$ cat src/design/vgn_pkg.sv
// shared types and constants of the volume gradient normalizer
package vgn_pkg;

  localparam int RegIdxW = 3;
  localparam int CfgDataW = 9;

  localparam logic [RegIdxW-1:0] REG_VOL_WIDTH    = 3'd0;
  localparam logic [RegIdxW-1:0] REG_VOL_HEIGHT   = 3'd1;
  localparam logic [RegIdxW-1:0] REG_VOL_DEPTH    = 3'd2;
  localparam logic [RegIdxW-1:0] REG_CHANNEL_MODE = 3'd3;

  localparam logic MODE_SAMPLE = 1'b0;
  localparam logic MODE_DRAIN  = 1'b1;

  localparam logic [7:0]  GRAD_MID   = 8'd127;
  localparam logic [7:0]  STRENGTH_ON = 8'd255;
  localparam logic [17:0] SCALE_SQ   = 18'd16129;

  typedef logic [7:0] samp_t;
  typedef logic signed [8:0] diff_t;

  typedef struct packed {
    logic  start;
    diff_t dx;
    diff_t dy;
    diff_t dz;
  } qreq_t;

  typedef struct packed {
    logic  done;
    samp_t gx;
    samp_t gy;
    samp_t gz;
    samp_t strength;
  } qres_t;

endpackage

$ cat src/design/vgn_quant.sv
// unit gradient quantizer built around one shared multiplier
module vgn_quant (
  input  logic          clk_i,
  input  logic          rst_ni,
  input  vgn_pkg::qreq_t req_i,
  output vgn_pkg::qres_t res_o
);
  import vgn_pkg::*;

  typedef enum logic [2:0] {
    Q_IDLE, Q_SQ, Q_RHS, Q_TT, Q_CMP, Q_DONE
  } qstate_e;

  qstate_e     state_q;
  logic [7:0]  mag_q [3];
  logic        neg_q [3];
  logic [15:0] sq_q [3];
  logic [17:0] s_q;
  logic [29:0] rhs_q;
  logic [13:0] tt_q;
  logic [6:0]  q_q;
  logic [2:0]  bit_q;
  logic [1:0]  c_q;
  samp_t       res_q [3];

  logic [17:0] mul_a, mul_b;
  logic [35:0] prod;
  logic [6:0]  trial;
  logic [6:0]  q_next;
  logic        hit;

  assign trial = q_q | (7'd1 << bit_q);

  always_comb begin
    mul_a = '0;
    mul_b = '0;
    unique case (state_q)
      Q_SQ: begin
        mul_a = 18'(mag_q[c_q]);
        mul_b = 18'(mag_q[c_q]);
      end
      Q_RHS: begin
        mul_a = 18'(sq_q[c_q]);
        mul_b = SCALE_SQ;
      end
      Q_TT: begin
        mul_a = 18'(trial);
        mul_b = 18'(trial);
      end
      Q_CMP: begin
        mul_a = 18'(tt_q);
        mul_b = s_q;
      end
      default: begin
        mul_a = '0;
        mul_b = '0;
      end
    endcase
  end

  // a zero gradient keeps every component at the midpoint
  assign prod   = mul_a * mul_b;
  assign hit    = (s_q != '0) && (prod <= 36'(rhs_q));
  assign q_next = hit ? trial : q_q;

  always_ff @(posedge clk_i or negedge rst_ni) begin
    if (!rst_ni) begin
      state_q <= Q_IDLE;
      c_q     <= '0;
      bit_q   <= '0;
    end else begin
      unique case (state_q)
        Q_IDLE: begin
          if (req_i.start) begin
            mag_q[0] <= req_i.dx[8] ? 8'(-req_i.dx) : req_i.dx[7:0];
            mag_q[1] <= req_i.dy[8] ? 8'(-req_i.dy) : req_i.dy[7:0];
            mag_q[2] <= req_i.dz[8] ? 8'(-req_i.dz) : req_i.dz[7:0];
            neg_q[0] <= req_i.dx[8];
            neg_q[1] <= req_i.dy[8];
            neg_q[2] <= req_i.dz[8];
            s_q      <= '0;
            c_q      <= '0;
            state_q  <= Q_SQ;
          end
        end
        Q_SQ: begin
          sq_q[c_q] <= prod[15:0];
          s_q       <= s_q + prod[17:0];
          if (c_q == 2'd2) begin
            c_q     <= '0;
            state_q <= Q_RHS;
          end else begin
            c_q <= c_q + 2'd1;
          end
        end
        Q_RHS: begin
          rhs_q   <= prod[29:0];
          q_q     <= '0;
          bit_q   <= 3'd6;
          state_q <= Q_TT;
        end
        Q_TT: begin
          tt_q    <= prod[13:0];
          state_q <= Q_CMP;
        end
        Q_CMP: begin
          q_q <= q_next;
          if (bit_q == 3'd0) begin
            res_q[c_q] <= neg_q[c_q] ? GRAD_MID - 8'(q_next) : GRAD_MID + 8'(q_next);
            if (c_q == 2'd2) begin
              state_q <= Q_DONE;
            end else begin
              c_q     <= c_q + 2'd1;
              state_q <= Q_RHS;
            end
          end else begin
            bit_q   <= bit_q - 3'd1;
            state_q <= Q_TT;
          end
        end
        Q_DONE: begin
          state_q <= Q_IDLE;
        end
        default: state_q <= Q_IDLE;
      endcase
    end
  end

  assign res_o.done     = state_q == Q_DONE;
  assign res_o.gx       = res_q[0];
  assign res_o.gy       = res_q[1];
  assign res_o.gz       = res_q[2];
  assign res_o.strength = (s_q != '0) ? STRENGTH_ON : 8'd0;

  a_start_idle: assert property (@(posedge clk_i) disable iff (!rst_ni)
    (state_q == Q_SQ) |-> (c_q != 2'd3))
    else $error("square index out of range");
  a_done_once: assert property (@(posedge clk_i) disable iff (!rst_ni)
    (state_q == Q_DONE) |=> (state_q == Q_IDLE))
    else $error("done not single cycle");
  a_cmp_from_tt: assert property (@(posedge clk_i) disable iff (!rst_ni)
    (state_q == Q_CMP) |-> ($past(state_q) == Q_TT))
    else $error("compare without trial square");

endmodule

$ cat config.mk
export PLATFORM = sky130hd
export DESIGN_NAME = vgn_quant
export DESIGN_NICKNAME = d
export VERILOG_FILES = /design/src/design/vgn_pkg.sv /design/src/design/vgn_quant.sv
export SDC_FILE = /design/constraint.sdc
export NUM_CORES = 1
export LEC_CHECK = 0
export ABC_AREA = 1
export BUFFER_PORTS_ARGS = -buffer_cell sky130_fd_sc_hd__buf_4
export CORE_MARGIN = 2
export CORE_UTILIZATION = 65
export CTS_BUF_LIST = sky130_fd_sc_hd__clkbuf_4
export CTS_CLUSTER_DIAMETER = 100
export DETAILED_ROUTE_END_ITERATION = 6
export GPL_ROUTABILITY_DRIVEN = 0
export PLACE_DENSITY = 0.79
export SLEW_MARGIN = 30
export SYNTH_ARGS = -nofsm -noshare
export SYNTH_HDL_FRONTEND = slang
export SYNTH_SLANG_ARGS = --single-unit
$ cat constraint.sdc
create_clock -name clk_i -period 12.9 [get_ports clk_i]
set_input_delay 2.58 -clock clk_i [delete_from_list [all_inputs] [get_ports clk_i]]
set_output_delay 2.58 -clock clk_i [all_outputs]
set_load 0.01 [all_outputs]
### Word-level counts from Yosys, hierarchy flattened

Memories as Yosys holds them, arrays and structs flattened.
Cells that the tools add are included.
Widths: inputs -> output; s select.

* magnitude comparators: 1
* $add $sub $neg: 8
* multiply operators: 1
* multiplexer cells: 31
* shifts and indexed selects: 1
* bitwise gates (word level): 1
* reduce and logical (&&, ||, !) cells: 17
* equality and inequality tests: 11

Operators with widths (count)
* $pmux 18 s4: 1
* $pmux 16 s4: 1
* $mux 8: 5
* $le 36x30->1: 1
* $mul 18x18->36: 1
* $pmux 18 s2: 1
* $neg 8->8: 3
* $add 18x18->18: 1
* $mux 18: 1
* $reduce_bool 18->1: 1
* $mux 3: 5
* $pmux 3 s5: 1
* $pmux 7 s2: 1
* $ne 2x2->1 const B: 5
* $reduce_and 2->1: 5
* $add 7x7->8 const A: 1
* $mux 1: 8
* $mux 2: 4
* $sub 7x7->8 const A: 1
* $mux 7: 1
* $or 7x7->7: 1
* $shl 1x3->7 const A: 1
* $eq 3x2->1 const B: 2
* $eq 3x3->1 const B: 2
* 12 further kinds: 17

* RAM bits: 99
* memories: 4
* output and inout bits: 33
* bits in registers: 77
* word-level logic and storage cells: 82

Memories
* sq_q: words 3, width 16, rd ports 1, clocked after Yosys merged registers in 0, write ports 1, RTL line vgn_quant.sv:17 `logic [15:0] sq_q [3];`
* mag_q: words 3, width 8, rd ports 1, clocked after Yosys merged registers in 0, write ports 3, RTL line vgn_quant.sv:15 `logic [7:0] mag_q [3];`
* res_q: words 3, width 8, rd ports 3, clocked after Yosys merged registers in 0, write ports 1, RTL line vgn_quant.sv:24 `samp_t res_q [3];`
* neg_q: words 3, width 1, rd ports 1, clocked after Yosys merged registers in 0, write ports 3, RTL line vgn_quant.sv:16 `logic neg_q [3];`

### Logic depth before layout (Yosys ltp)

Gate-level depths: netlist (run 1).

* depth in word-level cells: 9
* gate-level depth with buffers: 52
* mapped depth without buffers: 51

### Least setup slack after synthesis (run 1)

No wires, ideal clock.

* path kind: register -> register
* start point: register bit_q[0]
* end point: memory res_q[0][4] (netlist bit) (data pin)
* required time: 12.635 ns
* slack: 4.713 ns
* arrival: 7.922 ns
* setup time: 0.265 ns
* stages on the path, launching flop included: 44
* clock period less this slack: 8.187 ns
* cell sequence: dfrtp_1 -> inv_1 -> ha_1 -> nand2_1 -> nand2_1 -> nand2_1 -> o21ai_0 -> nor3_1 -> inv_1 -> clkbuf_1 -> nand2_1 -> fa_1 -> fa_1 -> fa_1 -> inv_1 -> fa_1 -> fa_1 -> inv_1 -> [8 not listed] -> inv_1 -> a21oi_1 -> xnor2_1 -> ha_1 -> a21oi_1 -> or2_2 -> a21boi_0 -> nand2_1 -> nor2_2 -> nand2_2 -> nor2_4 -> nand2_4 -> nand2_1 -> nand2_2 -> ha_1 -> nand3_2 -> nand2_2 -> xor2_1

* cells in the longest elaborated chain, start to end: 9
* elaborated cells on any way between the ends: 11
* those cells by class: add/sub (2); mul (1); order compare (1); shift (1); mux (4); bitwise (1); reduce/logical (1)

Ends and longest elaborated chain
* start: declaration: RTL line vgn_quant.sv:22 `logic [2:0] bit_q;`
* start signal: assignment: RTL line vgn_quant.sv:117 `bit_q <= bit_q - 3'd1;`
* $shl 1x3->7 (*): RTL line vgn_quant.sv:32 `assign trial = q_q | (7'd1 << bit_q);`
* $or 7x7->7 (*): RTL line vgn_quant.sv:32
* $pmux 16 s4 or $pmux 18 s4 (tied branches): RTL line vgn_quant.sv:37 `unique case (state_q)`
* $mul 18x18->36 (*): RTL line vgn_quant.sv:62 `assign prod = mul_a * mul_b;`
* net prod[29]: RTL line vgn_quant.sv:27 `logic [35:0] prod;`
* $le 36x30->1 (*): RTL line vgn_quant.sv:63 `assign hit = (s_q != '0) && (prod <= 36'(rhs_q));`
* $logic_and 1x1->1 (*): RTL line vgn_quant.sv:63
* $mux 7 (*): RTL line vgn_quant.sv:64 `assign q_next = hit ? trial : q_q;`
* $add 7x7->8 or $sub 7x7->8 (tied branches): RTL line vgn_quant.sv:109 `res_q[c_q] <= neg_q[c_q] ? GRAD_MID - 8'(q_next) : GRAD_MID + 8'(q_next);`
* $mux 8 (*): RTL line vgn_quant.sv:109
* end: declaration: RTL line vgn_quant.sv:24

Mark *: on every way through the listed nets, which the timed path passes. The rest lies on a longest branch.

### Final worst setup path (run 1)

* start point: register c_q[0]
* end point: memory res_q[1][6] (netlist bit) (data pin)

* cells in the longest elaborated chain, start to end: 8
* elaborated cells on any way between the ends: 12
* those cells by class: add/sub (2); mul (1); order compare (1); mux (4); reduce/logical (1); memory (3)

Ends and longest elaborated chain
* start: declaration: RTL line vgn_quant.sv:23 `logic [1:0] c_q;`
* start signal: assignment: RTL line vgn_quant.sv:93 `c_q <= c_q + 2'd1;`
* start signal: assignment: RTL line vgn_quant.sv:113 `c_q <= c_q + 2'd1;`
* $mem_v2 3x16 or $mem_v2 3x8 (tied branches)
* $pmux 16 s4 or $pmux 18 s4 (tied branches): RTL line vgn_quant.sv:37
* $mul 18x18->36 (*): RTL line vgn_quant.sv:62
* net prod[29]: RTL line vgn_quant.sv:27
* $le 36x30->1 (*): RTL line vgn_quant.sv:63
* $logic_and 1x1->1 (*): RTL line vgn_quant.sv:63
* $mux 7 (*): RTL line vgn_quant.sv:64
* $add 7x7->8 or $sub 7x7->8 (tied branches): RTL line vgn_quant.sv:109
* $mux 8 (*): RTL line vgn_quant.sv:109

Marks and branches as above.

==> run_results.csv, run 1 <==
group,metric,value,unit
status,outcome,"finished clean",
place,placed_area,20210,um2
route,wl_per_cell,17.78,um
timing,timing.final.crit_period,10360,ps
clock_tree,cts-buffers-inserted,17,
setup_path,crit_start,"c_q[0]",
route,drc,0,
global_route,globalRouteTotalUtil,33.04,%
die,die_w,175.4,um
setup_path,critical_path.reg2reg.endpoint,"res_q[1][6]",
setup_path,worst_setup_path_start_kind,"register",
setup_path,path_buf_inv,6,
synth,synthesized_instance_count,2215,
hold_path,worstHoldPathCells,2,
power_and_ir_drop,internal-power,807.2,uW
finish,layout-drive-gt1-share,9.020,%
power_and_ir_drop,power,1160,uW
power_and_ir_drop,share_seq_of_total_power,55.5,%
setup_path,reg2regPathDepth,35,
clock_tree,cts_tree,"done",
setup_path,r2r_start,"c_q[0]",
clock_tree,cts_root_buf,"clkbuf_4",
clock_tree,cts_num_sinks,176,
global_route,grt_pass1_vias,15600,
power_and_ir_drop,share_clk_of_total_power,27.7,%
setup_path,critPathSlowestCell,"dfrtp_1",
finish,area_growth,7.421,%
timing,clock_skew,45.41,ps
place,detailed_place_hpwl,37770,um
setup_path,timing.critical_path.depth,35,
synth,yosys-top-cells-count,"inv_1, nand2_1, fa_1",
clock_tree,ctsHtreeMaxLevel,4,
die,fp.dieArea,30780,um2
synth,cell_taking_the_most_area_after_synthesis,"edfxtp_1",
route,detail_route.vias_per_cell,5.564,
hold_path,whs_endpoint,"bit_q[1]",
setup_path,crit_required,13270,ps
timing,grt_setup_unrepaired,"false",
synth,synth.distinct_cells,49,
hold_path,holdCritStartpoint,"bit_q[1]",
die,std_cell_rows,62,
timing,timing.fmax,0.09656,GHz
timing,post-route-worst-setup-slack,2544,ps
run,number_of_maximum_capacitance_constraint_violations,0,
route,via_count,15040,
route,detail-route-antenna-nets,0,
power_and_ir_drop,switching_share,30.40,%
finish,layout.core_utilization,71.11,%
clock_tree,worstSkewPairLatency,590,ps
route,detail_route.first_pass.iterations,6,
timing,slew_viol_final,0,
power_and_ir_drop,total_leakage_power,0.01053,uW
setup_path,critPathArrivalTime,10720,ps
place,port-buffer-count,62,
clock_tree,total_of_hold_buffers_inserted_after_clock_tree_synthesis,0,
global_route,antenna_found_initial,1,
clock_tree,cts.repair_timing.setup_buffer_count,0,
timing,finalSetupViolCount,0,
synth,synth_top_cells_by_area,"edfxtp_1, fa_1, ha_1, inv_1, nand2_1",
finish,post-route-cell-area,20520,um2
power_and_ir_drop,power.share.combinational,16.7,%
place,place_worst_setup_slack,2363,ps
synth,postSynthAreaPerCell,8.624,um2
setup_path,crit_path_end_kind,"register",
timing,max_slew.worst_pin.slew,951.7,ps
synth,post_synthesis_register_bit_count,176,
die,floorplan.die.height,175.4,um
power_and_ir_drop,power-per-cell-area,56.52,nW/um2
clock_tree,ctsLongestPathBuffers,2,
route,starting_drc_count_in_detailed_routing,1358,
synth,synth_edf_count,168,
setup_path,worst-setup-path-type,"register to register",
timing,max_slew_margin,36.56,%
setup_path,setup.reg_to_reg.worst_slack,2540,ps
setup_path,crit_path_max_incr_delay,1000,ps
setup_path,critical-path-top-delay-family,"adder cells",
synth,top_cell_type_s_share_of_synthesized_area,26.41,%
setup_path,critPathMaxFanout,30,
finish,design.final.nets,2733,
synth,seq_area_frac_synth,27.46,%
synth,synth_ff_type,"edfxtp_1",
timing,setup-tns-final,0,ps
die,start_util,66.19,%
global_route,grt_pass1_wl,79110,um
synth,yosysMostFrequentCell,"inv_1",
global_route,grt_remaining_overflow,0,
power_and_ir_drop,total_switching_power,352.6,uW
synth,yosysWarningCount,0,
hold_path,hold_path.class,"register to register",
die,core_area,28860,um2
clock_tree,clk_pin_slew_worst_paths,190,ps
clock_tree,cts-resized-gates,0,
synth,syn-cell-area,19100,um2
timing,fin_crit_sh,80.28,%
synth,async_reset_ff_share,4.545,%
global_route,grt_start_max_net_pins,59,
timing,hold_viol_final,0,
power_and_ir_drop,vdd.ir_drop.worst,57.09,uV
route,postRouteWirelength,48030,um
die,floorplan.io_pins,63,
[logic make-up (layout without fill, tap and decap cells)]
group	Yosys count	in the layout	synth area share, %
compound gates	232	232	6.917
xor+xnor	47	47	2.155
fa+ha+maj	399	399	34.94
buf+inv	589	670	11.78
flops	176	176	27.46
other cells	2	24	0.03932
simple gates	770	770	16.71
[how the worst max path moves through the flow]
stage / endpoint / slack, ps
after floorplan: res_q[0][4] / 4710
after global placement: res_q[0][6] / 2290
after detailed placement: res_q[2][6] / 2360
after CTS: res_q[0][6] / 2350
after global routing: res_q[1][6] / 1980
final: res_q[1][6] / 2540
[cell usage in the layout (no fill, tap or decap), types with 8 or more instances in the layout]
| master | instances |
|---|---|
| inv_1 | 526 |
| nand2_1 | 490 |
| fa_1 | 224 |
| ha_1 | 175 |
| edfxtp_1 | 168 |
| nor2_1 | 156 |
| a21oi_1 | 102 |
| buf_4 | 99 |
| o21ai_0 | 47 |
| nand3_1 | 36 |
| nand2_2 | 32 |
| xor2_1 | 27 |
| conb_1 | 23 |
| a31oi_1 | 21 |
| xnor2_1 | 20 |
| clkbuf_4 | 18 |
| o211ai_1 | 17 |
| nor3_1 | 14 |
| o21ai_1 | 10 |
| inv_2 | 8 |
| nor2_2 | 8 |
| dfrtp_1 | 8 |
[metrics by stage]
step	std cells	hold WS [ps]
after floorplan	2236	538.5
after global placement	2669	588.5
after detailed placement	2669	595.4
after CTS	2701	614.9
after global routing	2702	668.7
final	2702	616.7
[worst reg2reg max path: cells and delay by family, from the launching register on]
kind                     cells  cell delay (ps)
AO/OA/AOI/OAI               10             1960
XOR/XNOR                     1              180
adder cells (fa/ha/maj)      8             3640
buffers and inverters        6             1150
flip-flops                   1             1000
AND/OR/NAND/NOR             10             2230
[power by group through the flow]
stage	registers, uW	clock network [uW]	logic [uW]
after floorplan	660	0	124
after global placement	657	0	182
after detailed placement	657	0	188
after CTS	644	323	191
after global routing	646	346	216
final	644	322	194
[registers in the layout (all words and copies together) (netlist names)]
| name | count |
|---|---|
| c_q | 2 |
| q_q | 7 |
| neg_q | 3 |
| sq_q | 48 |
| s_q | 18 |
| res_q | 24 |
| mag_q | 24 |
| rhs_q | 30 |
| bit_q | 3 |
| state_q | 3 |
| tt_q | 14 |
[cell type report]
class,count,area (um2)
Multi-Input combinational cell,1471,11730
Fill cell,2172,8338
Sequential cell,176,5245
Inverter,539,2023
Timing Repair Buffer,99,743.2
Tap cell,384,480.5
Clock inverter,14,163.9
Clock buffer,18,135.1
Antenna cell,1,2.502
[layer usage]
layer  track usage (%)  up-vias  wire length [um]
met5                 0        -                 0
met3             6.407      119              4627
li1                  -     6964                 -
met4             11.95        0              1822
met1             45.75     7214             19600
met2             52.49      738             21980
Power figures use the tool's default switching activity.
==> run 2: changes to the inputs <==
- ABC_AREA: 1 -> 0
- clock period: 12.9 -> 9.9 ns (I/O delays scaled with it)
==> run 2 against run 1 <==
Against the previous run: the flow now finishes with violations (setup timing); critical path depth grew 9; die area shrank 1.8%; via count grew 4.7%; utilization grew 7.6 points.
==> run_results.csv, run 2 <==
group,metric,value,unit
status,outcome,"finished, violations left",
status,failed_checks,"setup timing",
finish,layout_top_registers,"sq_q: 48 flops, rhs_q: 30 flops",
timing,clock_skew,34.87,ps
synth,seq_area_frac_synth,27.97,%
synth,synth.distinct_cells,68,
run,number_of_maximum_capacitance_constraint_violations,0,
die,core_area,28550,um2
setup_path,worst_path_most_repeated_cell,"fa_1",
route,postRouteWirelength,54980,um
setup_path,crit_path_end_kind,"register",
clock_tree,ctsLongestPathBuffers,2,
finish,layout-drive-gt1-share,20.83,%
setup_path,critPathMaxFanout,7,
synth,synthesized_instance_count,1927,
synth,yosys-top-cells-count,"inv_1, nand2_1, fa_1",
synth,yosysMostFrequentCell,"inv_1",
setup_path,critPathSlowestCell,"fa_1",
timing,slew_viol_final,0,
finish,design.final.nets,2639,
synth,cell_taking_the_most_area_after_synthesis,"edfxtp_1",
synth,yosysWarningCount,0,
synth,postSynthAreaPerCell,9.730,um2
finish,final.fill_count,1780,
synth,synth_edf_count,168,
route,via_count,15750,
place,port-buffer-count,62,
clock_tree,cts_tree,"done",
die,fp.dieArea,30220,um2
route,wl_per_cell,21.08,um
setup_path,critPathArrivalTime,10970,ps
clock_tree,ctsHtreeMaxLevel,4,
setup_path,crit_required,10340,ps
timing,timing.fmax,0.09495,GHz
synth,synth_top_cells_by_area,"edfxtp_1, fa_1, ha_1, inv_1, nand2_1",
synth,async_reset_ff_share,4.545,%
die,std_cell_rows,62,
timing,max_slew.worst_pin.slew,911.8,ps
hold_path,hold_path.class,"register to register",
finish,final_common_cell,"inv_1",
global_route,grt_start_max_net_pins,43,
route,detail-route-antenna-nets,0,
timing,finalSetupViolCount,9,
synth,syn-cell-area,18750,um2
setup_path,worst-setup-path-type,"register to register",
die,floorplan.io_pins,63,
timing,max_slew_margin,38.99,%
timing,fin_crit_sh,106.4,%
timing,grt_setup_unrepaired,"true",
route,detail_route.first_pass.iterations,6,
global_route,grt_pass1_vias,16240,
setup_path,setup.reg_to_reg.worst_slack,-630,ps
finish,largest_register_ffs,48,
die,start_util,65.68,%
place,detailed_place_hpwl,42330,um
global_route,grt_pass1_wl,83960,um
global_route,grt_remaining_overflow,0,
setup_path,crit_path_max_incr_delay,550,ps
timing,whs,638.1,ps
clock_tree,clk_pin_slew_worst_paths,160,ps
global_route,antenna_found_initial,2,
synth,synth_ff_type,"edfxtp_1",
timing,post-route-worst-setup-slack,-631.9,ps
clock_tree,cts_num_sinks,176,
finish,register_with_the_highest_flop_count,"sq_q",
die,floorplan.die.height,173.8,um
finish,final_cell_mix,"inv_1, buf_4, nand2_1",
setup_path,worst_setup_path_start_kind,"register",
clock_tree,cts_root_buf,"clkbuf_4",
synth,post_synthesis_register_bit_count,176,
route,detail_route.vias_per_cell,6.038,
die,die_w,173.8,um
synth,top_cell_type_s_share_of_synthesized_area,26.91,%
finish,area_growth,19.81,%
timing,hold_viol_final,0,
route,drc,0,
clock_tree,worstSkewPairLatency,620,ps
global_route,globalRouteTotalUtil,36.15,%
clock_tree,cts-buffers-inserted,17,
route,starting_drc_count_in_detailed_routing,1818,
timing,timing.final.crit_period,10530,ps
==> run 2: cell types whose count changed after synthesis, moves of 16 or more <==
cell / before / now
nor2_1: 159 / 202
a21o_1: 2 / 33
inv_1: 526 / 321
nand3_1: 37 / 18
clkbuf_1: 29 / 49
xnor2_1: 20 / 42
nand2_2: 32 / 0
and2_1: 0 / 16
mux2i_1: 0 / 25
nand2_1: 490 / 228
nand2b_1: 0 / 22
==> run 2: final cells by class <==
type	count	area [um2]	area share (%)
Tap cell	384	480.5	2.139
Inverter	321	1205	5.364
Timing Repair Buffer	305	2581	11.49
Sequential cell	176	5245	23.35
Antenna cell	1	2.502	0.01114
Clock buffer	18	135.1	0.6015
Multi-Input combinational cell	1389	12670	56.41
Clock inverter	14	142.6	0.6350
==> run 2: metrics by stage <==
step                      util (%)  std cells  setup slack [ps]  instance area (um2)  setup TNS [ps]
after floorplan                  -       1948             5.561                19000               0
after global placement       74.67       2533            -270.7                21320           -1550
after detailed placement     74.69       2533            -691.6                21320           -4943
after CTS                    77.23       2593            -375.6                22050           -2988
after global routing         78.69       2608            -934.8                22460           -7945
final                        78.69       2608            -631.9                22460           -3838
==> run 2: cell families (layout without fill, tap and decap cells) <==
family | Yosys count | after routing | synth area share [%]
mux | 27 | 27 | 1.475
xor+xnor | 61 | 61 | 2.850
simple gates | 584 | 584 | 13.87
flops | 176 | 176 | 27.97
buf+inv | 383 | 658 | 7.808
other cells | 2 | 24 | 0.04005
compound gates | 295 | 295 | 10.39
fa+ha+maj | 399 | 399 | 35.60
==> run 2: repair_timing <==
action,in CTS,in global routing
endpoints found under the setup margin,18,24
buffers inserted,29,21
pin swaps,14,56
cloned,0,2
hold buffers,0,0
resized for setup,52,67
==> run 2: worst max-delay path, delay by kind of cell (launching register included) <==
family / cells / cell delay (ps)
adders and majority gates: 9 / 3750
muxes: 1 / 200
buffers and inverters: 8 / 1040
DFF: 1 / 430
and+or+nand+nor: 10 / 1730
AOI/OAI and AO/OA: 15 / 2860
xor gates and xnor gates: 1 / 300
==> run 2: worst paths after layout <==
kind,depth (start not counted),end,startpoint
max,44,res_q[1][4],c_q[0]
min,2,bit_q[1],bit_q[1]
max reg2reg,44,res_q[1][4],c_q[0]
min reg2reg,2,bit_q[1],bit_q[1]
max in group asynchronous,1,bit_q[2],rst_ni
min in group asynchronous,1,c_q[1],rst_ni
==> run 2: routing by layer <==
layer / vias up / track usage [%] / share of wire (%)
li1: 6891 / - / -
met1: 7645 / 45.86 / 37
met2: 979 / 59.61 / 48
met3: 230 / 7.105 / 9.9
met4: 2 / 18.21 / 5.4
met5: - / 0 / 0.018
Power of run 2 is not shown: default switching activity piles up to over one toggle a cycle in this logic, so the estimate is an artifact.
